<file path="config.mk">
export PLATFORM = sky130hd
export DESIGN_NAME = sha1_hash_engine_top
export DESIGN_NICKNAME = d
export VERILOG_FILES = /design/src/design/sha1_pkg.sv /design/src/design/sha1_round.sv /design/src/design/sha1_msg.sv /design/src/design/sha1_hash_engine_top.sv
export SDC_FILE = /design/constraint.sdc
export NUM_CORES = 2
export LEC_CHECK = 0
export ABC_AREA = 0
export BUFFER_PORTS_ARGS = -buffer_cell sky130_fd_sc_hd__buf_2
export CAP_MARGIN = 10
export CELL_PAD_IN_SITES_DETAIL_PLACEMENT = 1
export CELL_PAD_IN_SITES_GLOBAL_PLACEMENT = 1
export CORE_UTILIZATION = 46
export DETAILED_ROUTE_END_ITERATION = 7
export PLACE_DENSITY = 0.8
export SLEW_MARGIN = 20
export SYNTH_ARGS = -nofsm -noshare
export SYNTH_HDL_FRONTEND = slang
export SYNTH_SLANG_ARGS = --single-unit
</file>
<file path="constraint.sdc">
create_clock -name clock -period 14.7 [get_ports clock]
set_clock_uncertainty 0.1 [all_clocks]
set_input_delay 1.47 -clock clock [delete_from_list [all_inputs] [get_ports clock]]
set_output_delay 1.47 -clock clock [all_outputs]
set_load 0.005 [all_outputs]
</file>
<file path="src/design/sha1_pkg.sv">
// shared types, constants and helper functions of the sha-1 hash engine
`default_nettype none

package sha1_pkg;

   localparam int unsigned BlockWords  = 16;
   localparam int unsigned RoundCount  = 80;
   localparam int unsigned DigestWords = 5;

   typedef logic [31:0] word_type;
   typedef logic [6:0]  round_idx_type;
   typedef logic [3:0]  word_pos_type;
   typedef logic [63:0] bit_len_type;
   typedef logic [2:0]  byte_cnt_type;
   typedef logic [2:0]  emit_cnt_type;

   // five working variables a through e, also used for the chaining value
   typedef struct packed {
      word_type a;
      word_type b;
      word_type c;
      word_type d;
      word_type e;
   } vars_type;

   // control from the sequencer to the message window
   typedef struct packed {
      logic push;
      logic step;
   } msg_ctrl_type;

   // round constants
   localparam word_type K0 = 32'h5A82_7999;
   localparam word_type K1 = 32'h6ED9_EBA1;
   localparam word_type K2 = 32'h8F1B_BCDC;
   localparam word_type K3 = 32'hCA62_C1D6;

   // round phase boundaries
   localparam round_idx_type Phase1Start = 7'd20;
   localparam round_idx_type Phase2Start = 7'd40;
   localparam round_idx_type Phase3Start = 7'd60;
   localparam round_idx_type LastRound   = round_idx_type'(RoundCount - 1);

   // initial hash value
   localparam vars_type IvVars = {32'h6745_2301, 32'hEFCD_AB89, 32'h98BA_DCFE,
                                  32'h1032_5476, 32'hC3D2_E1F0};

   localparam word_type     PadMarker  = 32'h8000_0000;
   localparam byte_cnt_type FullBytes  = 3'd4;
   localparam word_pos_type LastPos    = word_pos_type'(BlockWords - 1);
   localparam word_pos_type LenHiPos   = word_pos_type'(BlockWords - 2);
   localparam emit_cnt_type LastDigest = emit_cnt_type'(DigestWords - 1);

   // rotate left by a constant amount
   function automatic word_type rotl(word_type x, int unsigned n);
      return (x << n) | (x >> (32 - n));
   endfunction

   // keep the valid leading bytes and place the 0x80 pad byte after them; a full word passes unchanged
   function automatic word_type pad_last_word(word_type data, byte_cnt_type nbytes);
      word_type res;
      case (nbytes)
         3'd0:    res = PadMarker;
         3'd1:    res = {data[31:24], 8'h80, 16'h0000};
         3'd2:    res = {data[31:16], 8'h80, 8'h00};
         3'd3:    res = {data[31:8], 8'h80};
         default: res = data;
      endcase
      return res;
   endfunction

endpackage

`default_nettype wire

</file>
<file path="src/design/sha1_round.sv">
// one sha-1 compression round, shared over all 80 rounds
`default_nettype none

module sha1_round (
   input  sha1_pkg::vars_type      cur_vars,
   input  sha1_pkg::round_idx_type round_idx,
   input  sha1_pkg::word_type      sched_word,
   output sha1_pkg::vars_type      next_vars
);
   import sha1_pkg::*;

   word_type f_val;
   word_type k_val;
   word_type sum;

   // round function and constant by phase
   always_comb begin
      if (round_idx < Phase1Start) begin
         f_val = (cur_vars.b & cur_vars.c) | (~cur_vars.b & cur_vars.d);
         k_val = K0;
      end else if (round_idx < Phase2Start) begin
         f_val = cur_vars.b ^ cur_vars.c ^ cur_vars.d;
         k_val = K1;
      end else if (round_idx < Phase3Start) begin
         f_val = (cur_vars.b & cur_vars.c) | (cur_vars.b & cur_vars.d) |
                 (cur_vars.c & cur_vars.d);
         k_val = K2;
      end else begin
         f_val = cur_vars.b ^ cur_vars.c ^ cur_vars.d;
         k_val = K3;
      end
   end

   // five-operand add and variable rotation
   assign sum = rotl(cur_vars.a, 5) + f_val + cur_vars.e + sched_word + k_val;

   assign next_vars = {sum, cur_vars.a, rotl(cur_vars.b, 30), cur_vars.c, cur_vars.d};

endmodule

`default_nettype wire

</file>
<file path="src/design/sha1_msg.sv">
// 16-word message window: loads block words and expands the rolling schedule
`default_nettype none

module sha1_msg (
   input  logic                   clock,
   input  sha1_pkg::msg_ctrl_type ctrl,
   input  sha1_pkg::word_type     push_word,
   output sha1_pkg::word_type     sched_word
);
   import sha1_pkg::*;

   word_type window_ff [BlockWords];
   word_type window_in [BlockWords];
   word_type expanded;

   // next schedule word from fixed taps of the window
   assign expanded = rotl(window_ff[13] ^ window_ff[8] ^ window_ff[2] ^ window_ff[0], 1);

   // shift on a pushed word or on a round step
   always_comb begin
      window_in = window_ff;
      if (ctrl.push || ctrl.step) begin
         for (int i = 0; i < BlockWords - 1; i++) begin
            window_in[i] = window_ff[i + 1];
         end
         window_in[BlockWords - 1] = ctrl.push ? push_word : expanded;
      end
   end

   always_ff @(posedge clock) begin
      window_ff <= window_in;
   end

   assign sched_word = window_ff[0];

endmodule

`default_nettype wire

</file>
<file path="src/design/sha1_hash_engine_top.sv">
// SHA-1 hash engine: message word intake, padding sequencer and digest output.
// Each message word is shifted into a 16-word window. When the window fills,
// the single round unit runs the 80 compression rounds at one round per cycle,
// then the update state adds the result into the chaining value; the input is
// not ready while the rounds and the update run. On a word marked last the
// engine appends the pad byte, zero fill and the 64-bit bit length one word per
// cycle except while a full window is compressed, compressing one or two more
// blocks as needed, then presents the five digest words H0 to H4, one per
// accepted output transfer, and is ready for a new message after the fifth.
`default_nettype none

module sha1_hash_engine_top (
   input  logic        clock,
   input  logic        reset,
   input  logic        req_valid,
   output logic        req_ready,
   input  logic [31:0] req_data_word,
   input  logic [2:0]  req_valid_bytes,
   input  logic        req_last_word,
   output logic        rsp_valid,
   input  logic        rsp_ready,
   output logic [31:0] rsp_digest_word,
   output logic        rsp_digest_last
);
   import sha1_pkg::*;

   typedef enum logic [2:0] {
      ST_IDLE,
      ST_PAD,
      ST_ROUND,
      ST_UPDATE,
      ST_EMIT
   } state_type;

   state_type     state_ff, state_in;
   vars_type      chain_ff, chain_in;
   vars_type      vars_ff, vars_in;
   bit_len_type   bit_len_ff, bit_len_in;
   word_pos_type  word_pos_ff, word_pos_in;
   round_idx_type round_ff, round_in;
   emit_cnt_type  emit_cnt_ff, emit_cnt_in;
   logic          pad_ff, pad_in;
   logic          marker_ff, marker_in;
   logic          len_hi_ff, len_hi_in;
   logic          len_done_ff, len_done_in;

   msg_ctrl_type  msg_ctrl;
   word_type      push_word;
   word_type      sched_word;
   vars_type      next_vars;
   byte_cnt_type  n_sat;

   sha1_msg u_msg (
      .clock      (clock),
      .ctrl       (msg_ctrl),
      .push_word  (push_word),
      .sched_word (sched_word)
   );

   sha1_round u_round (
      .cur_vars   (vars_ff),
      .round_idx  (round_ff),
      .sched_word (sched_word),
      .next_vars  (next_vars)
   );

   // byte count above four counts as a full word
   assign n_sat = (req_valid_bytes > FullBytes) ? FullBytes : req_valid_bytes;

   // sequencer next state
   always_comb begin
      state_in    = state_ff;
      chain_in    = chain_ff;
      vars_in     = vars_ff;
      bit_len_in  = bit_len_ff;
      word_pos_in = word_pos_ff;
      round_in    = round_ff;
      emit_cnt_in = emit_cnt_ff;
      pad_in      = pad_ff;
      marker_in   = marker_ff;
      len_hi_in   = len_hi_ff;
      len_done_in = len_done_ff;
      msg_ctrl    = '0;
      push_word   = '0;

      unique case (state_ff)
         ST_IDLE: begin
            if (req_valid) begin
               msg_ctrl.push = 1'b1;
               if (!req_last_word) begin
                  push_word  = req_data_word;
                  bit_len_in = bit_len_ff + 64'd32;
               end else begin
                  push_word   = pad_last_word(req_data_word, n_sat);
                  bit_len_in  = bit_len_ff + {58'b0, n_sat, 3'b000};
                  pad_in      = 1'b1;
                  marker_in   = (n_sat == FullBytes);
                  len_hi_in   = 1'b0;
                  len_done_in = 1'b0;
                  state_in    = ST_PAD;
               end
            end
         end
         ST_PAD: begin
            msg_ctrl.push = 1'b1;
            if (marker_ff) begin
               push_word = PadMarker;
               marker_in = 1'b0;
            end else if (len_hi_ff) begin
               push_word   = bit_len_ff[31:0];
               len_done_in = 1'b1;
            end else if (word_pos_ff == LenHiPos) begin
               push_word = bit_len_ff[63:32];
               len_hi_in = 1'b1;
            end else begin
               push_word = '0;
            end
         end
         ST_ROUND: begin
            msg_ctrl.step = 1'b1;
            vars_in       = next_vars;
            round_in      = round_ff + 7'd1;
            if (round_ff == LastRound) begin
               state_in = ST_UPDATE;
            end
         end
         ST_UPDATE: begin
            chain_in.a = chain_ff.a + vars_ff.a;
            chain_in.b = chain_ff.b + vars_ff.b;
            chain_in.c = chain_ff.c + vars_ff.c;
            chain_in.d = chain_ff.d + vars_ff.d;
            chain_in.e = chain_ff.e + vars_ff.e;
            if (len_done_ff) begin
               emit_cnt_in = '0;
               state_in    = ST_EMIT;
            end else if (pad_ff) begin
               state_in = ST_PAD;
            end else begin
               state_in = ST_IDLE;
            end
         end
         ST_EMIT: begin
            if (rsp_ready) begin
               emit_cnt_in = emit_cnt_ff + 3'd1;
               chain_in    = {chain_ff.b, chain_ff.c, chain_ff.d, chain_ff.e, chain_ff.e};
               if (emit_cnt_ff == LastDigest) begin
                  chain_in    = IvVars;
                  bit_len_in  = '0;
                  word_pos_in = '0;
                  pad_in      = 1'b0;
                  len_hi_in   = 1'b0;
                  len_done_in = 1'b0;
                  state_in    = ST_IDLE;
               end
            end
         end
         default: begin
            state_in = ST_IDLE;
         end
      endcase

      // every pushed word advances the slot; a full window starts compression
      if (msg_ctrl.push) begin
         word_pos_in = word_pos_ff + 4'd1;
         if (word_pos_ff == LastPos) begin
            vars_in  = chain_ff;
            round_in = '0;
            state_in = ST_ROUND;
         end
      end
   end

   // state and registered values
   always_ff @(posedge clock) begin
      if (reset) begin
         state_ff    <= ST_IDLE;
         chain_ff    <= IvVars;
         vars_ff     <= '0;
         bit_len_ff  <= '0;
         word_pos_ff <= '0;
         round_ff    <= '0;
         emit_cnt_ff <= '0;
         pad_ff      <= 1'b0;
         marker_ff   <= 1'b0;
         len_hi_ff   <= 1'b0;
         len_done_ff <= 1'b0;
      end else begin
         state_ff    <= state_in;
         chain_ff    <= chain_in;
         vars_ff     <= vars_in;
         bit_len_ff  <= bit_len_in;
         word_pos_ff <= word_pos_in;
         round_ff    <= round_in;
         emit_cnt_ff <= emit_cnt_in;
         pad_ff      <= pad_in;
         marker_ff   <= marker_in;
         len_hi_ff   <= len_hi_in;
         len_done_ff <= len_done_in;
      end
   end

   // handshake and digest output
   assign req_ready       = (state_ff == ST_IDLE);
   assign rsp_valid       = (state_ff == ST_EMIT);
   assign rsp_digest_word = chain_ff.a;
   assign rsp_digest_last = (emit_cnt_ff == LastDigest);

`ifndef SYNTHESIS
   // intake and digest output never overlap
   a_no_overlap: assert property (@(posedge clock) disable iff (reset)
      rsp_valid |-> !req_ready)
      else $error("input ready while digest words pending");

   // a last word always starts padding work
   a_last_busy: assert property (@(posedge clock) disable iff (reset)
      (req_valid && req_ready && req_last_word) |=> !req_ready)
      else $error("input ready right after last word");

   // compression only runs on a complete window
   a_round_pos: assert property (@(posedge clock) disable iff (reset)
      (state_ff == ST_ROUND || state_ff == ST_UPDATE) |-> (word_pos_ff == '0))
      else $error("compression with a partial window");

   // final digest word ends the output run
   a_digest_end: assert property (@(posedge clock) disable iff (reset)
      (rsp_valid && rsp_ready && rsp_digest_last) |=> !rsp_valid)
      else $error("digest words continue past the fifth");
`endif

endmodule

`default_nettype wire
</file>
==> flow_summary.yaml <==
route:
  vias: 37258
  vias_per_cell: 6.17
  drt_iter0_markers: 3201
  wl_per_cell_um: 25.8
  drc: 0
  ant_nets: 0
  routed_wl_mm: 156
  dr.pass1.iters: 7
clock_network:
  numClockSinks: 914
  clock_latency_ps: 700
  htree_levels: 3
  post_cts_buffers: 0
  cts.clk_slew.worst_paths_ps: 70
  root_buffer: "clkbuf_16"
  cts_tree: "built"
  clock_path_buffers: 3
  cts_buffers: 98
  post_cts_resized: 0
  hold_buffers: 0
setup_path:
  worstSetupStartpointType: "register"
  critPathTopFamily: "compound AO/OA/AOI/OAI gates"
  path_cells: "a41oi_2 -> nand2_1 -> nand2_1 -> inv_1 -> a221oi_1 -> fa_1 -> inv_1 -> ha_1 -> a21o_1 -> and4_1 -> a211oi_1 -> a311oi_1 -> o41ai_1 -> o21ba_2 -> o21ai_0 -> a21oi_1 -> mux2i_1 -> nor3_1"
  crit_slowest_cell: "o41ai_1"
  end_kind: "register"
  slowest_delay_ps: 800
  critPathMaxFanout: 21
  worstPathRequired_ps: 15160
  critical_path_buf_inv_count: 2
  crit_type: "register to register"
  worstPathArrival_ps: 7590
synthesis:
  synth_top_area_share_pct: 32.4
  syn_nets: 4991
  syn_inst: 4623
  synth_most_common_cell: "edfxtp_1"
  yosys_warnings: 0
  synth_ff_type: "edfxtp_1"
  synth_area_leaders: "edfxtp_1 32%, dfxtp_1 17%, ha_1 5.5%"
  synthArstFlopShare_pct: 0
  synth_top_area_cell: "edfxtp_1"
  yosys_register_bits: 914
  synth-edff-count: 512
  synth_common_cells: "512 x edfxtp_1, 484 x nand2_1, 463 x nor2_1"
  yosysSeqAreaShare_pct: 49.3
  yosysUniqueCellTypes: 89
  avgSynthCellArea_um2: 10.3
  syn_area_um2: 47500
pwr:
  p_per_area_nw_per_um2: 115
  p_leak_nw: 19.8
  ir_worst_vdd_mv: 0.142
final_layout:
  drive_gt1_share_pct: 7.00
  fin_cells: 6040
  nNetsFinal: 4953
  final_util_pct: 51.4
  syn_to_final_growth_pct: 10.4
floorplanning:
  start_util_pct: 46.6
  dieArea_um2: 105000
  num_rows: 117
  die_width_um: 323
  core-area_um2: 102000
  fp.dieH_um: 323
  io_pins: 75
timing:
  setup_tns_ps: 0
  period_needed_ps: 7130
  max_freq_mhz: 140
  hold_viol: 0
  tightest_slew_ps: 1350
  relSlewSlack_pct: 9.79
  hold_ws_ps: 301
  slew_viol_final: 0
  setup_viol: 0
  period_share_pct: 48.5
  rsz0062_at_grt: "no"
place:
  port_buffers: 74
  post-dp-hpwl_mm: 107
  dpl.cell_count: 5852
  gp_congestion: 0.939
global_route:
  grt_max_degree: 225
  first_global_vias: 38117
  grt_pass1_wl_mm: 235
  grt-ovfl-total: 0
  grt_usage_pct: 29.6
  antenna_found_initial: 4
run_status:
  status: "complete, no violations"
worst_hold_path:
  hp-class: "register to register"
job:
  cap_violations: 0
final cells by class:
class,count,area [um2]
antenna,1,2.50
clock buffer,118,2590
clock inverter,68,871
fill,11113,49600
inverter,283,1070
multi-input combinational,3173,22000
sequential,914,23400
tap,1368,1710
timing repair buffer,115,746
final timing paths:
kind                             start              endpoint  slack, ps  cells past startpoint
hold / removal    u_msg.window_ff[293]  u_msg.window_ff[325]        300                      0
setup reg to reg           round_ff[5]          vars_ff[152]       7570                     18
hold reg to reg   u_msg.window_ff[293]  u_msg.window_ff[325]        300                      0
setup / recovery           round_ff[5]          vars_ff[152]       7570                     18
where the power goes:
part	internal, mW	total [mW]	leakage, nW	switching (mW)
clock	1.52	2.66	1.66	1.14
sequential	2.91	3.00	8.34	0.0820
combinational	0.124	0.368	9.79	0.243
total	4.56	6.02	19.8	1.46
sequential cells by signal (all words and copies together), names as in the netlist, 4 cells and up:
name and flops:
u_msg.window_ff 480, vars_ff 160, chain_ff 128, bit_len_ff 61, rsp_digest_word 32, u_msg.sched_word 32
round_ff 7, word_pos_ff 4
cell families (layout without fill, tap and decap cells):
family,Yosys count,after routing,share of synthesized area [%]
other cells,0,1,0
buf+inv,536,584,4.54
fa+ha+maj,328,328,10.5
simple gates,1361,1361,12.7
flops,914,914,49.3
mux,43,43,0.911
xor+xnor,301,301,5.55
compound gates,1140,1140,16.4
per-layer routing:
layer  track usage (%)  vias to the layer above  part of all wire, %  routed length [um]
met5                 0                        -                0.029                  45
met4              11.7                        6                  4.0                6260
met3              4.95                      345                  6.9               10700
met2              48.3                     1372                   47               72600
met1              39.3                    18895                   43               66200
li1                  -                    16640                    -                   -
metrics by stage:
stage	worst slack, ps	power (mW)	instance area [um2]
3_3_place_gp	7530	3.37	48900
3_5_place_dp	7300	3.40	48900
5_1_grt	7270	6.18	52400
2_1_floorplan	578	3.30	47500
4_1_cts	7280	6.05	52400
6_report	7570	6.02	52400
layout by cell type (no fill, tap or decap), types with 118 or more instances in the layout:
| cell type | instances |
|---|---|
| ha_1 | 210 |
| nand2_1 | 479 |
| nor2_1 | 459 |
| a311oi_1 | 159 |
| inv_1 | 279 |
| xnor2_1 | 213 |
| o21ai_0 | 243 |
| a21oi_1 | 226 |
| edfxtp_1 | 512 |
| dfxtp_1 | 402 |
| fa_1 | 118 |
(Power assumes the default switching activity.)
